### config.mk
export PLATFORM = sky130hd
export DESIGN_NAME = hmi_ctrl
export DESIGN_NICKNAME = d
export VERILOG_FILES = /design/src/design/hmi_pkg.sv /design/src/design/hmi_ctrl.sv
export SDC_FILE = /design/constraint.sdc
export NUM_CORES = 1
export LEC_CHECK = 0
export CORE_AREA = 2 2 39 41
export CTS_CLUSTER_DIAMETER = 80
export DETAILED_ROUTE_END_ITERATION = 12
export DIE_AREA = 0 0 41 43
export DONT_BUFFER_PORTS = 1
export HOLD_SLACK_MARGIN = 0.1
export PLACE_DENSITY = 0.35
export SKIP_LAST_GASP = 1
export SYNTH_ARGS = -nofsm -noshare
export SYNTH_HDL_FRONTEND = slang
export SYNTH_SLANG_ARGS = --single-unit
### constraint.sdc
create_clock -name clk -period 0.9 [get_ports clk]
set_clock_uncertainty 0.1 [all_clocks]
set_input_delay 0 -clock clk [delete_from_list [all_inputs] [get_ports clk]]
set_output_delay 0 -clock clk [all_outputs]
set_load 0.02 [all_outputs]
### src/design/hmi_pkg.sv
// ----------------------------------------------------------------------------
// hmi_pkg
// Shared types and constants for the histogram median interpolation unit.
// ----------------------------------------------------------------------------
`timescale 1ns / 1ps
`default_nettype none

package hmi_pkg;

	localparam int MAX_BINS_DEF    = 256;
	localparam int COUNT_WIDTH_DEF = 16;

	localparam int BIN_FIELD_W = 16;
	localparam int CFG_W       = 9;
	localparam int MED_W       = 17;
	localparam int QUO_W       = 18;
	localparam int DIV_STEPS   = 18;
	localparam int STEP_W      = 5;

	localparam logic [CFG_W-1:0] CFG_RESET = 9'd256;
	localparam logic [MED_W-1:0] FRAC_ONE  = 17'h10000;

	localparam logic STATUS_OK    = 1'b0;
	localparam logic STATUS_EMPTY = 1'b1;

	typedef enum logic [2:0] {
		ST_IDLE,
		ST_EVAL,
		ST_READ,
		ST_CHECK,
		ST_MUL,
		ST_SETUP,
		ST_DIV,
		ST_FIN
	} state_t;

	typedef struct packed {
		logic load;
		logic walk_init;
		logic step;
		logic mul;
		logic setup;
		logic div_step;
		logic fin_empty;
		logic fin_end;
		logic fin_div;
	} cmd_t;

	typedef struct packed {
		logic frame_end;
		logic empty;
		logic hit;
		logic last;
		logic div_last;
	} sts_t;

endpackage

`default_nettype wire

### src/design/hmi_ctrl.sv
// ----------------------------------------------------------------------------
// hmi_ctrl
// Sequencer for load, bin walk, interpolation setup and division.
// ----------------------------------------------------------------------------
`timescale 1ns / 1ps
`default_nettype none

module hmi_ctrl
	import hmi_pkg::*;
(
	input  wire logic clk,
	input  wire logic arst_n,
	input  wire logic start,
	output logic      busy,
	input  sts_t      sts,
	output cmd_t      cmd
);

	state_t state_q;
	state_t state_next;

	always_ff @(posedge clk or negedge arst_n) begin
		if (!arst_n) begin
			state_q <= ST_IDLE;
		end else begin
			state_q <= state_next;
		end
	end

	always_comb begin
		state_next = state_q;
		case (state_q)
			ST_IDLE: begin
				if (start && sts.frame_end) begin
					state_next = ST_EVAL;
				end
			end
			ST_EVAL: begin
				state_next = sts.empty ? ST_IDLE : ST_READ;
			end
			ST_READ: begin
				state_next = ST_CHECK;
			end
			ST_CHECK: begin
				if (sts.hit) begin
					state_next = ST_MUL;
				end else if (sts.last) begin
					state_next = ST_IDLE;
				end else begin
					state_next = ST_READ;
				end
			end
			ST_MUL: begin
				state_next = ST_SETUP;
			end
			ST_SETUP: begin
				state_next = ST_DIV;
			end
			ST_DIV: begin
				if (sts.div_last) begin
					state_next = ST_FIN;
				end
			end
			ST_FIN: begin
				state_next = ST_IDLE;
			end
			default: begin
				state_next = ST_IDLE;
			end
		endcase
	end

	always_comb begin
		cmd  = '0;
		busy = 1'b1;
		case (state_q)
			ST_IDLE: begin
				busy     = 1'b0;
				cmd.load = start;
			end
			ST_EVAL: begin
				cmd.fin_empty = sts.empty;
				cmd.walk_init = !sts.empty;
			end
			ST_READ: begin
			end
			ST_CHECK: begin
				cmd.fin_end = !sts.hit && sts.last;
				cmd.step    = !sts.hit && !sts.last;
			end
			ST_MUL: begin
				cmd.mul = 1'b1;
			end
			ST_SETUP: begin
				cmd.setup = 1'b1;
			end
			ST_DIV: begin
				cmd.div_step = 1'b1;
			end
			ST_FIN: begin
				cmd.fin_div = 1'b1;
			end
			default: begin
				cmd  = '0;
				busy = 1'b1;
			end
		endcase
	end

endmodule

`default_nettype wire

==> After elaboration in Yosys (flattened, before gate mapping) <==
Index checks and enable logic that the tools add are counted.
{ "word_totals": {"output_inout_bits": 10, "word_cells": 34, "input_bits": 8, "ff_bits": 3} }
{ "op_classes": {"n_reduce_logical": 8, "mux": 16, "n_eq_ne": 9} }
{ "op_table": {"columns": ["cell", "count"], "rows": [
  ["3-bit one-hot mux with 8 select lines", 1],
  ["3-bit == test, second input constant", 4],
  ["1-bit 2-to-1 mux", 10],
  ["3-bit 2-to-1 mux", 3],
  ["3-bit by 2-bit == test with 1-bit output, second input constant", 2],
  ["2-bit 2-to-1 mux", 2],
  ["2-bit inequality test, second input constant", 2],
  ["3-bit by 1-bit == test with 1-bit output, second input constant", 1],
  ["1-bit logical AND", 3],
  ["1-bit logical NOT", 3],
  ["3-bit logical NOT", 1],
  ["2-bit AND reduction", 1]
]} }

==> Depth between registers and ports, before layout <==
Gate-level depths: netlist of run 1.
{ "depth": {"depth_word": 3, "mapped_depth": 4, "mapped_depth_nobuf": 3} }

==> Worst setup path after synthesis of run 1 <==
OpenSTA, ideal clock, no wires.
{ "synth_timing": {"path_kind": "register to output", "startpoint": "register state_q[2]", "endpoint": "output port cmd[7] (netlist bit)", "required_time_ns": 0.800, "stages_incl_launch_ff": 3, "path_slack_ns": -0.536, "path_buffers": 1, "t_arrival_ns": 1.336, "path_cell_list": "dfrtp_1 -> buf_2 -> nor4b_1"} }
{ "synth_rtl": {"columns": ["element", "line_no", "source"], "rows": [
  ["start: declaration", "hmi_ctrl.sv:19", "state_t state_q;"],
  ["start signal: assignment", "hmi_ctrl.sv:26", "state_q <= state_next;"],
  ["end: declaration", "hmi_ctrl.sv:16", "output cmd_t cmd"]
]} }

==> results of run 1 <==
==> kinds of logic after synthesis <==
kind of cell | count (synthesis) | share of synthesized area
buffers and inverters | 4 | 0.0985
flip-flops | 3 | 0.296
AO/OA/AOI/OAI | 3 | 0.0689
AND/OR/NAND/NOR | 20 | 0.537
==> worst max-delay path: stages (launching register included) <==
cell and delay (ns):
sky130_fd_sc_hd__dfrtp_2 0.43, sky130_fd_sc_hd__or3_4 0.42, sky130_fd_sc_hd__nor2_4 0.15
==> metrics by stage <==
stage | setup slack [ns] | setup TNS, ns | hold slack [ns]
2_1_floorplan | -0.252 | -1.36 | -0.396
3_3_place_gp | -0.201 | -1.85 | -0.396
3_5_place_dp | -0.210 | -1.91 | -0.396
4_1_cts | -0.446 | -4.66 | 0.156
5_1_grt | -0.474 | -5.07 | 0.158
6_report | -0.435 | -4.55 | 0.152
==> metal layers <==
layer	track usage	routed length (um)	share of wire
met5	0	0	0
met2	0.147	395	0.53
met4	0.0600	0	0
met3	0.0471	58	0.078
met1	0.113	294	0.39
==> worst max-delay path by stage <==
stage	to	slack, ns	start
floorplan	cmd[8]	-0.25	state_q[0]
global placement	cmd[2]	-0.20	state_q[2]
detailed placement	cmd[2]	-0.21	state_q[2]
CTS	cmd[8]	-0.45	state_q[2]
global route	cmd[2]	-0.47	state_q[2]
finish	cmd[8]	-0.44	state_q[2]
==> cells in the mapped netlist, drive strengths merged <==
cell and n:
or3 1, o21ai 1, nand2b 2, a21oi 1, nor3b 1, nand2 3
nor3 2, and3 1, nor2 4, buf 3, nor4 1, dfrtp 3
nor4b 2, a211oi 1, and3b 2, inv 1, nor4bb 1
==> power breakdown <==
part	switching (uW)	internal [uW]
clock	66.8	166
combinational	613	729
sequential	107	216
total	787	1110
==> layout make-up <==
| cell class | count | area [sq um] | share of cell area |
|---|---|---|---|
| clock buffer | 4 | 26.3 | 0.0433 |
| inverter | 1 | 3.75 | 0.00619 |
| multi-input combinational | 23 | 244 | 0.402 |
| sequential | 3 | 78.8 | 0.130 |
| tap | 16 | 20.0 | 0.0330 |
| timing repair buffer | 24 | 234 | 0.386 |
==> what timing repair did <==
action                                  CTS  global route
endpoints found under the setup margin   13            13
pin swaps                                 7             7
endpoints found under the hold margin    10             0
resized for setup                        12             5
hold buffers                              8             0
buffers inserted                          3             1
==> results, run 1 <==
- The flow ran to the end, but the final reports show violations.
- The final reports fail on negative setup slack.
- The maximum root-to-sink buffer count is 2.
- The area share of the leading cell type in the synthesized netlist is 0.296.
- The ratio of final minimum period to clock period is 1.48.
- Measured against its own limit, the worst slew margin works out to 0.786.
- The worst hold path terminates at cmd[1].
- The region available for standard cell placement spans 0.00138 sq mm.
- Max-cap violations in this run came to 0.
- The capturing element type of the critical path is an output pin.
- The number of nets at the end of the flow is 64.
- Clock-pin slew was measured on the worst setup and hold paths at 0.04 ns.
- The total design power is 1900 uW.
- The origin of the worst min-delay path is sts[1].
- The overall die height is 43 um.
- The netlist area before placement is 254 sq um.
- The number of top-level pins is 18.
- When the netlist entered floorplanning its net count stood at 38.
- The required time of the critical path is 0.80 ns.
- The worst path in the final design needs a cycle of 1.34 ns, including I/O delays and setup.
- For this design the static power due to leakage is 0.000258 uW.
- The clock reaches the later pin of the worst-skew pair after 0.23 ns.
- Along the worst path, the maximum fanout reaches 5.
- The finished layout holds 71 standard cells, fillers aside.
- The number of nets still failing antenna checks after routing is 0.
- Setup violations remaining at the end of the flow were counted as 13.
- The maximum clock frequency is 0.749 GHz.
- The horizontal die dimension is 41 um.
- Counting flops per register, the top entry is state_q.
- The layout cell share with drive strength beyond 1 is 0.655.
- Of all cell types, the one taking the most synthesized area is sky130_fd_sc_hd__dfrtp_1.
- The residual overflow from global routing is 0.
- The sequential area share after synthesis is 0.296.
- The fraction of the core area covered by cells at the end of the flow is 0.439.
- At the worst endpoint, the arrival time is 1.24 ns.
- In the final routed layout, each cell accounts on average for 10.5 um.
- For this run, design rule violations remaining after detail routing come to 0.
- The first global-routing pass estimated 1190 um of wire.
- The number of antenna diodes in the final layout is 0.
- In this run the power density over the cells is 3130 mW/mm^2.
- In this run, the number of DRC markers left after iteration 0 of detailed routing was 2.
- The mean cell area of the mapped netlist is 8.47 sq um.
- The die covers 0.00176 sq mm.
- The worst voltage drop across the vdd grid is 1.12 mV.
- The initial standard-cell utilization of the core is 0.184.
- Once placement finished, the instance area stood at 424 sq um.
- The number of buffers created by CTS is 3.
- Summing all non-filler instances in the final layout gives an area of 607 sq um.
- The number of max-slew violations in the final report is 0.
- The netlist uses 21 different library cells.
- The library cells used most frequently in the layout, excluding fill and tap cells, are sky130_fd_sc_hd__buf_6, sky130_fd_sc_hd__dlygate4sd3_1, sky130_fd_sc_hd__buf_4.
- In this run, synthesis produced a sequential element count of 3.
- The slew at the pin closest to its max-slew limit is 0.319 ns.
- By area the synthesized netlist is led by sky130_fd_sc_hd__dfrtp_1, sky130_fd_sc_hd__and3b_1, sky130_fd_sc_hd__nor4b_2.
- The floorplan has 14 rows.
- The worst hold path passes through 2 cells.
- The leading cell type in the layout, fill and taps excluded is sky130_fd_sc_hd__buf_6.
- The layout overhead on the synthesized area is 139%.
- The detail-routed via count per cell is 4.28.
- The setup slack of the critical path after layout is -0.435 ns.
- Setup repair after global routing could not meet its margin everywhere.
- The critical path start-end classification is register to output pin.
- In the final layout, the registers with the most flip-flops are state_q x3.
- The maximum number of pins on one net before global-route repair is 7.
- Summed over all nets, the half-perimeter wirelength after detailed placement is 529 um.
- The number of flip-flops in the largest register is 3.
- The CTS tree is yes.
- Routability-driven placement finished with a final weighted congestion of 0.708.
- The tree is rooted in a sky130_fd_sc_hd__clkbuf_4.
- The via count of the first global-routing pass came to 315.
- The logic depth of the worst register-to-register path is 4.
- The quantity of I/O buffers inserted on ports is 0.
- The worst reg2reg path endpoint is state_q[0].
- The number of instances in the synthesized netlist is 30.
- The worst hold path class is primary input to output pin.
- The initial antenna violation count was 0.
- The pre-antenna-repair detailed-routing pass consisted of 2 iterations.
- For flop-to-flop paths, the worst setup slack is -0.29 ns.
- The hold violation count in the final report came to 0.
- The total wire length is 748 um.
- The tree built by TritonCTS fans out to 3 sinks.
- The category of the worst setup path launch point is a register.
- The H-tree depth is 1.
- The total track usage is 0.101.
- The number of synthesis warnings is 0.
- In this run, placement finished with an instance count of 56.
- The number of fill cells in the layout is 141.
- The beginning of the worst register-to-register path is state_q[1].
- The detailed router placed 304 vias in this run.
Note: power is estimated with default switching activity, not from simulation.
==> run 2, diff against run 1 <==
CTS_BUF_LIST = sky130_fd_sc_hd__clkbuf_8   (was not set)
==> run 2 against run 1 <==
  * The flow still finishes with violations (negative setup slack)
  * Core utilization grew 4.0 points
  * Flip-flop and latch count unchanged
  * Die area did not move
  * Largest cell class unchanged
  * Largest power group unchanged
==> results, run 2 (synthesis results as in run 1) <==
- The latest clock arrival within the worst-skew pair is 0.21 ns.
- For this configuration, the core starts out at a cell density of 0.184.
- The hold violation count in the final report was 0.
- The highest net fanout along the worst path is 5.
- The largest registers in the layout are state_q x3.
- The max capacitance violation total is 0.
- The first global-routing pass estimated 1120 um of wire.
- The worst hold path class is primary input to output pin.
- The worst endpoint data arrival time is 1.22 ns.
- The CTS tree is yes.
- In the routed design, unresolved DRC markers number 0.
- STA classifies the critical path endpoint as an output pin.
- The H-tree depth is 1.
- For the worst setup path, the data required time is 0.80 ns.
- The total track usage is 0.0895.
- In this run the register-to-register setup slack is -0.28 ns.
- Leaving out fill and tap cells, the most frequent cells in the layout are sky130_fd_sc_hd__buf_6, sky130_fd_sc_hd__dlygate4sd3_1, sky130_fd_sc_hd__buf_4.
- The launch point of the worst path is state_q[2].
- The residual overflow from global routing is 0.
- The region available for standard cell placement spans 0.00138 sq mm.
- Setup repair after global routing could not meet its margin everywhere.
- In this run the power density over the cells is 3320 mW/mm^2.
- The HPWL after detailed placement is 529 um.
- The endpoint identified for the worst register-to-register timing path is state_q[0].
- Dividing the detail-routed via count by the number of cells gives 4.40.
- The worst path in the final design needs a cycle of 1.32 ns, including I/O delays and setup.
- The number of buffers created by CTS is 3.
- The worst register-to-register path has a depth of 4.
- The layout cell share with drive strength beyond 1 is 0.696.
- Timing would allow up to 0.759 GHz.
- The fraction of the core area covered by cells at the end of the flow is 0.478.
- Clock tree synthesis selected as its root buffer the cell sky130_fd_sc_hd__clkbuf_8.
- For this design the static power due to leakage is 0.000290 uW.
- The worst slew margin relative to its limit is 0.740.
- The switching component of the power is 854 uW.
- The most critical setup path has its endpoint at cmd[8].
- The total number of vias is 317.
- The proportion of power drawn by combinational gates is 0.678.
- The number of search-and-repair iterations in the first detailed-routing pass is 2.
- Internal power comes to 1340 uW.
- The area of combinational cells with multiple inputs is 260 sq um.
- The beginning of the worst register-to-register path is state_q[2].
- The slew at the pin closest to its max-slew limit is 0.389 ns.
- The setup slack of the critical path after layout is -0.418 ns.
- The cell depth of the worst min-delay path is 2.
- The count of standard-cell rows is 14.
- The horizontal die dimension is 41 um.
- Entering global routing, the biggest net connects 7 pins.
- For this run, the post-layout net count is 65.
- Setup violations remaining at the end of the flow were counted as 13.
- The via count of the first global-routing pass was 295.
- The violation count after the first detailed-route iteration is 1.
- The sequential group share of total power is 0.151.
- Of the total power, the share spent switching nets is 0.389.
- The flow ran to the end, but the final reports show violations.
- The clock passes through at most 2 buffers.
- The clock net sink count is 3.
- The number of fill cells in the layout is 134.
- With fillers left out, the area of the finished cells amounts to 662 sq um.
- STA classifies the critical path startpoint as a register.
- The repair_antennas step left the layout with diodes totalling 0.
- After clock tree synthesis, the clock-pin slew on the worst setup and hold paths is 0.03 ns.
- The clock network fraction of design power is 0.171.
- The detail route stage leaves a number of antenna-violating nets equal to 0.
- The number of flip-flops in the largest register is 3.
- The largest register by flop count is state_q.
- The floorplan step defined a die boundary enclosing 0.00176 sq mm.
- In this run the tool buffered the top-level ports with 0 buffer cells.
- In the final layout, flip-flops and latches occupy 78.8 sq um.
- The number of max-slew violations in the final report was 0.
- The final reports fail on negative setup slack.
- The number of top-level pins is 18.
- The critical path is of the register to output pin type.
- The ratio of final minimum period to clock period is 1.46.
- The average detailed-routed wire length per instance is 10.8 um.
- The leading cell type in the layout, fill and taps excluded is sky130_fd_sc_hd__buf_6.
- The worst voltage drop across the vdd grid is 1.14 mV.
- In this run the vertical extent of the chip is 43 um.
- Before CTS, the worst setup slack after placement is -0.210 ns.
- The instance area after placement is 424 sq um.
- The total wire length is 777 um.
- The initial antenna violation count is 0.
- The final weighted congestion in routability-driven placement is 0.708.
- The layout overhead on the synthesized area is 161%.
[run 2: worst min path at each step]
stage | start | to
final | sts[1] | cmd[1]
after global routing | sts[1] | cmd[1]
after CTS | sts[1] | cmd[1]
after detailed placement | arst_n | state_q[0]
after global placement | arst_n | state_q[0]
after floorplan | arst_n | state_q[0]
[run 2: power groups by stage]
stage	logic [uW]	registers (uW)	clock network [uW]
floorplan	805	258	0
global placement	1050	288	0
detailed placement	1040	291	0
CTS	1320	310	384
global route	1590	346	399
finish	1490	332	377
[run 2: worst max-delay path, stage by stage (launching register included)]
cell                      delay (ns)
sky130_fd_sc_hd__dfrtp_2        0.43
sky130_fd_sc_hd__or3_4          0.42
sky130_fd_sc_hd__nor2_4         0.15
[run 2: what timing repair did]
action                                  in CTS  in global routing
buffers inserted                             3                  2
cloned                                       0                  0
hold endpoints to repair                    10                  0
pin swaps                                    7                  7
resized for setup                           12                  8
endpoints found under the setup margin      13                 13
hold buffers                                 8                  0
[run 2: stage by stage]
step	instances	hold slack [ns]	TNS [ns]	total power (uW)
finish	72	0.152	-4.32	2200
global route	72	0.158	-4.77	2330
CTS	71	0.156	-4.42	2010
detailed placement	56	-0.396	-1.91	1330
global placement	56	-0.396	-1.85	1330
floorplan	30	-0.396	-1.36	1060
[run 2: per-layer routing]
layer / vias up / global-route usage / share of wire / routed length (um)
li1: 159 / - / - / -
met4: 0 / 0.0400 / 0.010 / 8
met3: 2 / 0.0157 / 0.088 / 68
met5: - / 0 / 0 / 0
met2: 14 / 0.144 / 0.55 / 429
met1: 142 / 0.110 / 0.35 / 270
[run 2: area by class of cell]
class | instances | share of cell area
multi-input cells | 23 | 0.393
flip-flops and latches | 3 | 0.119
clock buffers | 3 | 0.0624
well taps | 16 | 0.0302
inverters | 1 | 0.00567
clock inverters | 1 | 0.00567
repair buffers | 25 | 0.384
